[config.mk]
export PLATFORM = sky130hd
export DESIGN_NAME = soft_managed_tlb_table_core
export DESIGN_NICKNAME = d
export VERILOG_FILES = /design/src/sv/smtt_pkg.sv /design/src/sv/smtt_store.sv /design/src/sv/smtt_match.sv /design/src/sv/smtt_seq.sv /design/src/sv/soft_managed_tlb_table_core.sv
export SDC_FILE = /design/constraint.sdc
export NUM_CORES = 1
export LEC_CHECK = 0
export ABC_CLOCK_PERIOD_IN_PS = 6800
export BUFFER_PORTS_ARGS = -buffer_cell sky130_fd_sc_hd__buf_2
export CAP_MARGIN = 25
export CORE_UTILIZATION = 45
export DETAILED_ROUTE_END_ITERATION = 8
export MAX_ROUTING_LAYER = met4
export PLACE_DENSITY_LB_ADDON = 0.15
export SLEW_MARGIN = 25
export SYNTH_ARGS = -nofsm -noshare
export SYNTH_HDL_FRONTEND = slang
export SYNTH_HIERARCHICAL = 1
export SYNTH_SLANG_ARGS = --single-unit
export TNS_END_PERCENT = 1
[constraint.sdc]
create_clock -name clk -period 6.8 [get_ports clk]
set_input_delay 0.68 -clock clk [delete_from_list [all_inputs] [get_ports clk]]
set_output_delay 0.68 -clock clk [all_outputs]
set_load 0.05 [all_outputs]
[src/sv/smtt_pkg.sv]
// Shared types and constants for the software-managed translation table.
// Holds request/response payloads, entry layout, command codes and the FSM states.
// No dependencies.
`default_nettype none

package smtt_pkg;

	localparam int VPN_BITS        = 20;
	localparam int FRAME_BITS      = 20;
	localparam int PROT_BITS       = 3;
	localparam int FUNC_BITS       = 3;
	localparam int HIT_BITS        = 4;
	localparam int CFG_BITS        = 5;
	// Scan counter: wide enough to hold the largest active count (16)
	localparam int CNT_W           = 5;
	localparam int DEFAULT_ENTRIES = 16;
	localparam int MAX_ACTIVE      = 16;

	localparam logic [CFG_BITS-1:0] CFG_RESET = CFG_BITS'(16);

	// Command codes
	localparam logic [FUNC_BITS-1:0] FN_LOOKUP = 3'd0;
	localparam logic [FUNC_BITS-1:0] FN_WRITE  = 3'd1;
	localparam logic [FUNC_BITS-1:0] FN_UNMAP  = 3'd2;
	localparam logic [FUNC_BITS-1:0] FN_READ   = 3'd3;
	localparam logic [FUNC_BITS-1:0] FN_FLUSH  = 3'd4;
	localparam logic [FUNC_BITS-1:0] FN_SYNC   = 3'd5;

	// Result kinds
	localparam logic KIND_ANSWER = 1'b0;
	localparam logic KIND_WB     = 1'b1;

	// Protection bit that makes a page dirty-capable
	localparam int PROT_WRITE_BIT = 1;

	typedef struct packed {
		logic [FUNC_BITS-1:0]  func;
		logic [HIT_BITS-1:0]   entry_index;
		logic [VPN_BITS-1:0]   vpn;
		logic [FRAME_BITS-1:0] frame;
		logic [PROT_BITS-1:0]  prot;
	} req_t;

	typedef struct packed {
		logic                  kind;
		logic                  ok;
		logic [HIT_BITS-1:0]   hit_index;
		logic [VPN_BITS-1:0]   out_vpn;
		logic [FRAME_BITS-1:0] out_frame;
		logic [PROT_BITS-1:0]  out_prot;
		logic                  last;
	} rsp_t;

	typedef struct packed {
		logic [VPN_BITS-1:0]   vpn;
		logic [FRAME_BITS-1:0] frame;
		logic [PROT_BITS-1:0]  prot;
	} entry_t;

	// Verdict of the shared compare unit for one entry
	typedef struct packed {
		logic hit;
		logic evict;
		logic wb;
		logic wr;
	} match_t;

	// Store operation issued by the sequencer
	typedef struct packed {
		logic clr;
		logic wr;
	} store_op_t;

	typedef enum logic [1:0] {
		ST_IDLE,
		ST_SCAN,
		ST_ANSWER
	} state_t;

endpackage

`default_nettype wire

[src/sv/smtt_store.sv]
// Entry store: one flop row per entry plus a valid bit cleared by reset.
// Depends on smtt_pkg for the entry layout and store operation struct.
`default_nettype none

module smtt_store #(
	parameter int DEPTH = smtt_pkg::DEFAULT_ENTRIES,
	parameter int IDX_W = 4
) (
	input  wire logic                clk,
	input  wire logic                arst_n,
	input  wire logic [IDX_W-1:0]    idx,
	input  wire smtt_pkg::store_op_t op,
	input  wire smtt_pkg::entry_t    wdata,
	output      smtt_pkg::entry_t    rdata
);

	smtt_pkg::entry_t mem_q [DEPTH];
	logic [DEPTH-1:0] valid_q;

	// An entry never written since reset, or evicted, reads as all zero
	assign rdata = valid_q[idx] ? mem_q[idx] : '0;

	always_ff @(posedge clk or negedge arst_n) begin
		if (!arst_n) begin
			valid_q <= '0;
		end else if (op.wr) begin
			valid_q[idx] <= 1'b1;
		end else if (op.clr) begin
			valid_q[idx] <= 1'b0;
		end
	end

	always_ff @(posedge clk) begin
		if (op.wr) begin
			mem_q[idx] <= wdata;
		end
	end

endmodule

`default_nettype wire

[src/sv/smtt_match.sv]
// Shared compare unit: judges one entry against the current command.
// Depends on smtt_pkg for command codes and the verdict struct.
`default_nettype none

module smtt_match (
	input  wire logic [smtt_pkg::FUNC_BITS-1:0] func,
	input  wire logic [smtt_pkg::VPN_BITS-1:0]  vpn,
	input  wire smtt_pkg::entry_t               entry,
	output      smtt_pkg::match_t               verdict
);

	logic used;
	logic vmatch;
	logic dirty_ok;

	assign used     = (entry.frame != '0);
	assign vmatch   = (entry.vpn == vpn);
	assign dirty_ok = entry.prot[smtt_pkg::PROT_WRITE_BIT];

	always_comb begin
		verdict = '0;
		unique case (func)
			smtt_pkg::FN_LOOKUP: begin
				verdict.hit = used & vmatch;
			end
			smtt_pkg::FN_WRITE: begin
				verdict.evict = used;
				verdict.wb    = used & dirty_ok;
				verdict.wr    = 1'b1;
			end
			smtt_pkg::FN_UNMAP: begin
				verdict.evict = used & vmatch;
				verdict.wb    = used & vmatch & dirty_ok;
			end
			smtt_pkg::FN_FLUSH: begin
				verdict.evict = used;
				verdict.wb    = used & dirty_ok;
			end
			smtt_pkg::FN_SYNC: begin
				verdict.wb = used & dirty_ok;
			end
			default: begin
				verdict = '0;
			end
		endcase
	end

endmodule

`default_nettype wire

[src/sv/smtt_seq.sv]
// Sequencer: command decode, entry walk, config register and output register.
// Depends on smtt_pkg; drives smtt_store and reads the smtt_match verdict.
`default_nettype none

module smtt_seq #(
	parameter int DEPTH = smtt_pkg::DEFAULT_ENTRIES,
	parameter int IDX_W = 4
) (
	input  wire logic                          clk,
	input  wire logic                          arst_n,
	input  wire logic                          cfg_valid,
	output      logic                          cfg_ready,
	input  wire logic [smtt_pkg::CFG_BITS-1:0] cfg_data,
	input  wire logic                          in_valid,
	output      logic                          in_ready,
	input  wire smtt_pkg::req_t                in_data,
	output      logic                          out_valid,
	input  wire logic                          out_ready,
	output      smtt_pkg::rsp_t                out_data,
	output      smtt_pkg::req_t                cmd,
	input  wire smtt_pkg::match_t              verdict,
	output      logic [IDX_W-1:0]              st_idx,
	output      smtt_pkg::store_op_t           st_op,
	output      smtt_pkg::entry_t              st_wdata,
	input  wire smtt_pkg::entry_t              st_rdata
);

	localparam logic [smtt_pkg::CNT_W-1:0] DEPTH_CNT = smtt_pkg::CNT_W'(DEPTH);

	smtt_pkg::state_t              state_q, state_d;
	smtt_pkg::req_t                cmd_q;
	smtt_pkg::rsp_t                ans_q, ans_d;
	smtt_pkg::rsp_t                out_q, out_d;
	logic                          out_valid_q;
	logic                          out_load;
	logic                          cmd_load;
	logic                          slot_free;
	logic [smtt_pkg::CFG_BITS-1:0] entries_q;
	logic [smtt_pkg::CNT_W-1:0]    n_active;
	logic [smtt_pkg::CNT_W-1:0]    i_q, i_d;
	logic [smtt_pkg::CNT_W-1:0]    lim_q, lim_d;
	logic                          idx_ok;

	assign cfg_ready = 1'b1;
	assign n_active  = (entries_q > DEPTH_CNT) ? DEPTH_CNT : entries_q;
	assign idx_ok    = ({1'b0, in_data.entry_index} < n_active);
	assign slot_free = !out_valid_q || out_ready;

	assign cmd       = cmd_q;
	assign st_idx    = i_q[IDX_W-1:0];
	assign st_wdata  = '{vpn: cmd_q.vpn, frame: cmd_q.frame, prot: cmd_q.prot};
	assign out_valid = out_valid_q;
	assign out_data  = out_q;

	always_ff @(posedge clk or negedge arst_n) begin
		if (!arst_n) begin
			state_q <= smtt_pkg::ST_IDLE;
		end else begin
			state_q <= state_d;
		end
	end

	always_comb begin
		state_d  = state_q;
		in_ready = 1'b0;
		cmd_load = 1'b0;
		out_load = 1'b0;
		out_d    = ans_q;
		ans_d    = ans_q;
		i_d      = i_q;
		lim_d    = lim_q;
		st_op    = '0;
		unique case (state_q)
			smtt_pkg::ST_IDLE: begin
				in_ready = 1'b1;
				if (in_valid) begin
					cmd_load   = 1'b1;
					ans_d      = '0;
					ans_d.kind = smtt_pkg::KIND_ANSWER;
					ans_d.last = 1'b1;
					i_d        = '0;
					lim_d      = n_active;
					unique case (in_data.func)
						smtt_pkg::FN_LOOKUP: begin
							state_d = smtt_pkg::ST_SCAN;
						end
						smtt_pkg::FN_WRITE, smtt_pkg::FN_READ: begin
							ans_d.hit_index = in_data.entry_index;
							if (idx_ok) begin
								ans_d.ok = 1'b1;
								i_d      = {1'b0, in_data.entry_index};
								lim_d    = {1'b0, in_data.entry_index} + smtt_pkg::CNT_W'(1);
								state_d  = smtt_pkg::ST_SCAN;
							end else begin
								state_d = smtt_pkg::ST_ANSWER;
							end
						end
						smtt_pkg::FN_UNMAP, smtt_pkg::FN_FLUSH, smtt_pkg::FN_SYNC: begin
							ans_d.ok = 1'b1;
							state_d  = smtt_pkg::ST_SCAN;
						end
						default: begin
							state_d = smtt_pkg::ST_ANSWER;
						end
					endcase
				end
			end
			smtt_pkg::ST_SCAN: begin
				if (i_q >= lim_q) begin
					state_d = smtt_pkg::ST_ANSWER;
				end else if (!verdict.wb || slot_free) begin
					// hold the walk while a write-back waits for the output slot
					st_op.clr = verdict.evict;
					st_op.wr  = verdict.wr;
					i_d       = i_q + smtt_pkg::CNT_W'(1);
					if (verdict.wb) begin
						out_load        = 1'b1;
						out_d.kind      = smtt_pkg::KIND_WB;
						out_d.ok        = 1'b1;
						out_d.hit_index = i_q[smtt_pkg::HIT_BITS-1:0];
						out_d.out_vpn   = st_rdata.vpn;
						out_d.out_frame = st_rdata.frame;
						out_d.out_prot  = st_rdata.prot;
						out_d.last      = 1'b0;
					end
					if (cmd_q.func == smtt_pkg::FN_READ) begin
						ans_d.out_vpn   = st_rdata.vpn;
						ans_d.out_frame = st_rdata.frame;
						ans_d.out_prot  = st_rdata.prot;
					end
					if (verdict.hit) begin
						ans_d.ok        = 1'b1;
						ans_d.hit_index = i_q[smtt_pkg::HIT_BITS-1:0];
						state_d         = smtt_pkg::ST_ANSWER;
					end
				end
			end
			smtt_pkg::ST_ANSWER: begin
				if (slot_free) begin
					out_load = 1'b1;
					out_d    = ans_q;
					state_d  = smtt_pkg::ST_IDLE;
				end
			end
			default: begin
				state_d = smtt_pkg::ST_IDLE;
			end
		endcase
	end

	always_ff @(posedge clk or negedge arst_n) begin
		if (!arst_n) begin
			out_valid_q <= 1'b0;
			entries_q   <= smtt_pkg::CFG_RESET;
		end else begin
			if (out_load) begin
				out_valid_q <= 1'b1;
			end else if (out_ready) begin
				out_valid_q <= 1'b0;
			end
			if (cfg_valid) begin
				entries_q <= cfg_data;
			end
		end
	end

	always_ff @(posedge clk) begin
		if (cmd_load) begin
			cmd_q <= in_data;
		end
		if (out_load) begin
			out_q <= out_d;
		end
		ans_q <= ans_d;
		i_q   <= i_d;
		lim_q <= lim_d;
	end

endmodule

`default_nettype wire

[src/sv/soft_managed_tlb_table_core.sv]
// Software-managed fully associative translation table: block top level.
// Channels:  in_* carries one command request (lookup, write, unmap, read, flush,
//   sync); out_* returns zero or more write-back requests followed by exactly one
//   command answer (last=1); cfg_* writes entries_in_use and is always ready; the
//   user must write it only while the block is idle, which the block does not enforce.
// Timing: a command is taken only when the block is idle (in_ready high). Scans
//   visit one entry per cycle through a single comparator, except while a
//   write-back waits for the output register. Lookup, unmap, flush and sync walk
//   the active entries (entries_in_use, capped at the table depth of at most
//   sixteen); write and read visit only the addressed entry, and a bad index or a
//   bad func is answered without a walk. A lookup stops at its first hit. in_ready
//   returns the cycle after the answer is loaded, so no new command is taken before the previous one is answered.
// Back-pressure: results sit in one output register. A write-back that finds the
//   register full holds the walk at that entry until the receiver takes the
//   previous request; the answer waits the same way. A new command may be
//   accepted while the final answer is still waiting in the output register.
// Reset: arst_n clears every valid bit, so all entries read as unused, and sets
//   entries_in_use to 16. No clearing pass is needed.
// Depends on smtt_pkg, smtt_store, smtt_match and smtt_seq.
`default_nettype none

module soft_managed_tlb_table_core #(
	parameter int ENTRIES = smtt_pkg::DEFAULT_ENTRIES
) (
	input  wire logic                          clk,
	input  wire logic                          arst_n,
	input  wire logic                          cfg_valid,
	output      logic                          cfg_ready,
	input  wire logic [smtt_pkg::CFG_BITS-1:0] cfg_data,
	input  wire logic                          in_valid,
	output      logic                          in_ready,
	input  wire smtt_pkg::req_t                in_data,
	output      logic                          out_valid,
	input  wire logic                          out_ready,
	output      smtt_pkg::rsp_t                out_data
);

	// Commands never address beyond sixteen entries, so keep no more rows
	localparam int DEPTH = (ENTRIES < smtt_pkg::MAX_ACTIVE) ? ENTRIES : smtt_pkg::MAX_ACTIVE;
	localparam int IDX_W = (DEPTH > 1) ? $clog2(DEPTH) : 1;

	smtt_pkg::req_t      cmd;
	smtt_pkg::match_t    verdict;
	smtt_pkg::store_op_t st_op;
	smtt_pkg::entry_t    st_wdata;
	smtt_pkg::entry_t    st_rdata;
	logic [IDX_W-1:0]    st_idx;

	// Sequencer: decode, walk the entries, hold the single output slot
	smtt_seq #(
		.DEPTH (DEPTH),
		.IDX_W (IDX_W)
	) u_seq (
		.clk       (clk),
		.arst_n    (arst_n),
		.cfg_valid (cfg_valid),
		.cfg_ready (cfg_ready),
		.cfg_data  (cfg_data),
		.in_valid  (in_valid),
		.in_ready  (in_ready),
		.in_data   (in_data),
		.out_valid (out_valid),
		.out_ready (out_ready),
		.out_data  (out_data),
		.cmd       (cmd),
		.verdict   (verdict),
		.st_idx    (st_idx),
		.st_op     (st_op),
		.st_wdata  (st_wdata),
		.st_rdata  (st_rdata)
	);

	// Shared comparator, reused for every entry of a walk
	smtt_match u_match (
		.func    (cmd.func),
		.vpn     (cmd.vpn),
		.entry   (st_rdata),
		.verdict (verdict)
	);

	// Entry rows with reset-cleared valid bits
	smtt_store #(
		.DEPTH (DEPTH),
		.IDX_W (IDX_W)
	) u_store (
		.clk    (clk),
		.arst_n (arst_n),
		.idx    (st_idx),
		.op     (st_op),
		.wdata  (st_wdata),
		.rdata  (st_rdata)
	);

endmodule

`default_nettype wire

==> out/results.ini, run 1 <==
[timing]
slew_headroom_pct = 35.05
drv_slew = 0
clock_skew_ns = 0.02210
period_needed_ns = 6.049
fin_tns_setup_ns = 0
post-route-period-util_pct = 88.95
worst_slew_pin_slew_ns = 0.9743
rsz0062_at_grt = false
setup_viol = 0
fmax_ghz = 0.1653
hold_viol = 0

[power_and_ir_drop]
switchingPower_w = 0.004802
p_int_w = 0.01076
clkPwrFrac_pct = 30.0
ir_worst_vdd_uv = 211.0
powerDensity_nw_per_um2 = 404.2
power.total_w = 0.01556
combPwrFrac_pct = 25.6
swShare_pct = 30.86
static-leakage-power_nw = 12.37
seqPwrFrac_pct = 44.4

[synth]
yosysWarnings = 6
avgSynthCellArea_um2 = 21.03
synth.net_count = 1693
synthCells = 1620
syn_area_um2 = 34060

[clock_network]
htreeDepth = 3
postCtsHoldBufs = 0
cts_resized = 0
cts_root_buf = clkbuf_16
cts_setup_buffers = 0
cts_tree = yes
cts_max_path_buffers = 3
numCtsBuffers = 91
insertion_delay_ns = 0.65
clock-sinks = 866
clk_pin_slew_ns = 0.06

[floorplanning]
die_area_um2 = 76800
dieWidth_um = 277.1
rows = 100
die_y_um = 277.1
io_pins = 113
start_util_pct = 45.60
core_um2 = 74700

[grt]
grt_use_total_pct = 21.70
grt_overflow_total = 0
grt_first_pass_wirelength_um = 116800
grt_max_degree = 74
antenna_found_initial = 0
grt_pass1_vias = 16778

[layout]
final_nets = 1824
area_delta_synth_final_pct = 13.02
fillers = 5904
layout_common_cells = 842 x edfxtp_1, 176 x mux4_2, 111 x buf_2
n_antenna_cell = 0
drive_above_1_share_pct = 30.21
final_util_pct = 51.54
layout.cells.non_filler = 2786
layout_commonest_cell = edfxtp_1

[routing]
routed_wl_um = 79480
routed-via-count = 16244
via_per_inst = 5.831
drt_iter0_markers = 1384
final_antenna_net_count = 0
dr.pass1.iters = 7
wl_per_cell_um = 28.53
drc = 0

[setup_path]
required_ns = 7.06
cpMaxStageDelayCell = edfxtp_1
cpPeakStageDelay_ns = 0.95
crit_type = flop to flop
cp_cell_sequence = mux4_2 -> a22o_1 -> nor2_8 -> a21oi_1 -> nor4_1 -> nand3_1 -> nor2_1 -> nor3b_2 -> and2_1 -> nor3_1 -> and2_1 -> nand3_1 -> nor2_4 -> buf_4
start_kind = flop
crit_path_end_kind = flop
worstPathArrival_ns = 6.31
crit_fanout = 33

[run]
maxCapViolations = 0

[worst_hold_path]
hp-class = input pin to asynchronous set/reset pin

[place]
dp.cells = 2627
place_congestion = 0.7832
dp_hpwl_um = 45040
port_buffers = 111

[run_status]
status = finished, final reports clean

[stage by stage]
| stage | hold slack (ns) | setup slack, ns | cell area, um^2 |
|---|---|---|---|
| floorplan | 0.3844 | 0.1456 | 34060 |
| global placement | 0.4846 | 0.7506 | 35730 |
| detailed placement | 0.4935 | 0.7429 | 35730 |
| CTS | 0.04393 | 0.7351 | 38500 |
| global route | 0.07225 | 0.4020 | 38500 |
| finish | 0.04379 | 0.7513 | 38500 |
[layer usage]
layer | part of all wire, % | vias up | global-route usage [%]
met4 | 2.5 | 0 | 5.712
met2 | 47 | 532 | 32.94
met1 | 45 | 8706 | 30.59
met5 | 0 | - | -
li1 | - | 6880 | -
met3 | 5.8 | 126 | 3.704
[critical path: cells and delay by family, from the launching register on]
family	cells	cell delay, ns
AO/OA/AOI/OAI	2	0.50
buffers and inverters	1	0.53
flip-flops	1	0.95
multiplexers	1	0.60
AND/OR/NAND/NOR	10	3.03
[state kept, by name (all words and copies together), names as in the netlist, named ones only]
| signal | flops |
|---|---|
| u_seq/entries_q | 5 |
| u_seq/i_q | 5 |
| u_seq/out_data | 50 |
| u_seq/lim_q | 5 |
| u_seq/ans_q | 48 |
| u_seq/state_q | 2 |
| u_seq/cmd | 46 |
| u_seq/out_valid | 1 |
| u_store/mem_q | 688 |
[final timing paths]
kind | endpoint | cells past startpoint | slack [ns] | start
setup / recovery | u_store/mem_q[7][19] | 14 | 0.75 | u_seq/i_q[0]
min in group clk | u_seq/cmd[6] | 1 | 0.21 | in_data[6]
setup reg to reg | u_store/mem_q[7][19] | 14 | 0.75 | u_seq/i_q[0]
hold reg to reg | flop | 2 | 0.50 | flop
hold / removal | u_seq/entries_q[3] | 1 | 0.04 | arst_n
max in group asynchronous | asynchronous set/reset pin | 1 | 6.35 | arst_n
[power groups by stage]
stage	logic (W)	clock network, W	registers (W)
6_report	0.00398	0.00467	0.00691
5_1_grt	0.00423	0.00497	0.00697
4_1_cts	0.00403	0.00479	0.00692
3_5_place_dp	0.00401	0	0.00703
3_3_place_gp	0.00400	0	0.00701
2_1_floorplan	0.00276	0	0.00698
[final cells by class]
cell class,instances,area (um^2),area share (%)
timing repair buffer,169,1179,3.061
clock buffer,119,2382,6.188
inverter,12,57.56,0.1495
sequential,866,25890,67.24
tap,969,1212,3.149
multi-input combinational,611,7396,19.21
clock inverter,40,387.9,1.007
(Power assumes the default switching activity.)
==> run 2: changes to the inputs <==
--- a/config.mk
+++ b/config.mk
@@ -12,6 +12,7 @@
 export DETAILED_ROUTE_END_ITERATION = 8
 export MAX_ROUTING_LAYER = met4
 export PLACE_DENSITY_LB_ADDON = 0.15
+export REMOVE_ABC_BUFFERS = 1
 export SLEW_MARGIN = 25
 export SYNTH_ARGS = -nofsm -noshare
 export SYNTH_HDL_FRONTEND = slang
==> out/results.ini, run 2 (synthesized netlist as in run 1, its figures left out) <==
[run_status]
status = finished, final reports clean

[floorplanning]
die_y_um = 277.1
core_um2 = 74700
io_pins = 113
die_area_um2 = 76800
rows = 100
dieWidth_um = 277.1
start_util_pct = 45.60

[grt]
antenna_found_initial = 0
grt_pass1_vias = 16769
grt_overflow_total = 0
grt_use_total_pct = 21.29
grt_max_degree = 84
grt_first_pass_wirelength_um = 114900

[power_and_ir_drop]
powerDensity_nw_per_um2 = 407.2
ir_worst_vdd_uv = 307.0
static-leakage-power_nw = 12.39
combPwrFrac_pct = 25.3
clkPwrFrac_pct = 31.1
seqPwrFrac_pct = 43.6
swShare_pct = 30.30
p_int_w = 0.01095
switchingPower_w = 0.004761

[routing]
wl_per_cell_um = 28.14
final_antenna_net_count = 0
via_per_inst = 5.841
drt_iter0_markers = 1492
drc = 0
routed-via-count = 16250
highest-signal-layer = met4
wl_met3_um = 3601
drt-met1-wl_um = 34600
dr.pass1.iters = 5
routed_wl_um = 78300
route.met2.wl_um = 38220

[run]
maxCapViolations = 0

[place]
port_buffers = 111
place_congestion = 0.7694
postPlaceCellArea_um2 = 35680
dp_hpwl_um = 41600

[clock_network]
cts_tree = yes
cts_resized = 0
htreeDepth = 3
clk_pin_slew_ns = 0.06
cts_root_buf = clkbuf_16
postCtsHoldBufs = 0
cts_setup_buffers = 0
numCtsBuffers = 90
clock-sinks = 866
insertion_delay_ns = 0.64
cts_max_path_buffers = 3

[setup_path]
crit_path_end_kind = flop
crit_type = flop to flop
crit_fanout = 62
start_kind = flop
required_ns = 7.11
critPathLaunch = u_seq/i_q[0]
worstPathArrival_ns = 6.47
r2r_start = u_seq/i_q[0]

[timing]
post-route-period-util_pct = 90.69
setup_viol = 0
hold_viol = 0
period_needed_ns = 6.167
clock_skew_ns = 0.02934
worst_slew_pin_slew_ns = 1.044
rsz0062_at_grt = false
slew_headroom_pct = 30.42
fmax_ghz = 0.1622
drv_slew = 0

[layout]
largest_reg_flops = 688
fillers = 5853
n_antenna_cell = 0
final_util_pct = 51.65
final_nets = 1816
top_register = u_store/mem_q
area_delta_synth_final_pct = 13.27
layout_common_cells = 842 x edfxtp_1, 176 x mux4_2, 111 x buf_2
drive_above_1_share_pct = 30.28
layout_commonest_cell = edfxtp_1
final_area_um2 = 38580

[worst_hold_path]
hp-class = input pin to asynchronous set/reset pin

run 2: power groups by stage:
stage / logic, W / clock network (W) / registers (W)
floorplan: 0.00252 / 0 / 0.00747
global placement: 0.00401 / 0 / 0.00695
detailed placement: 0.00403 / 0 / 0.00696
CTS: 0.00404 / 0.00498 / 0.00686
global route: 0.00425 / 0.00518 / 0.00690
finish: 0.00398 / 0.00489 / 0.00684
run 2: per-layer routing:
| layer | global-route usage [%] | up-vias |
|---|---|---|
| met3 | 2.793 | 127 |
| met4 | 5.470 | 0 |
| met5 | - | - |
| met1 | 29.58 | 8761 |
| met2 | 33.47 | 476 |
| li1 | - | 6886 |
run 2: worst paths after layout:
| check | to | slack [ns] | cells after the start |
|---|---|---|---|
| max in group asynchronous | asynchronous set/reset pin | 6.36 | 1 |
| min in group clk | u_seq/cmd[17] | 0.21 | 1 |
| hold / removal | u_seq/entries_q[2] | 0.04 | 1 |
| setup reg to reg | u_store/mem_q[6][5] | 0.63 | 17 |
| hold reg to reg | u_seq/out_data[48] | 0.51 | 1 |
| setup / recovery | u_store/mem_q[6][5] | 0.63 | 17 |
run 2: metrics by stage:
stage / hold WS (ns) / power [W] / worst slack [ns] / cells / setup TNS (ns)
2_1_floorplan: 0.3844 / 0.009984 / -7.239 / 1489 / -4903.04
3_3_place_gp: 0.5010 / 0.01096 / 0.6560 / 2620 / 0
3_5_place_dp: 0.4862 / 0.01100 / 0.6306 / 2620 / 0
4_1_cts: 0.04115 / 0.01587 / 0.6175 / 2782 / 0
5_1_grt: 0.06257 / 0.01633 / 0.3269 / 2782 / 0
6_report: 0.04472 / 0.01571 / 0.6329 / 2782 / 0
run 2: cell type report:
class,instances,area [um^2],share of cell area [%]
inverter,12,57.56,0.1492
sequential,866,25890,67.09
multi-input combinational,611,7396,19.17
tap,969,1212,3.142
clock inverter,50,550.5,1.427
timing repair buffer,162,1126,2.918
clock buffer,112,2356,6.106
run 2: critical path, stage by stage, from the launching register on:
cell and delay [ns]:
edfxtp_1 0.59, buf_12 0.40, buf_12 0.40, mux4_2 0.57, a22oi_1 0.38, a21oi_1 0.21, xnor2_1 0.23, nand4_1 0.25
nor3_1 0.10, a31oi_1 0.21, nor3b_2 0.08, and2_1 0.16, nor3_1 0.23, and2_1 0.29, nand3b_1 0.25, buf_4 0.26
nor2_4 0.65, buf_12 0.35
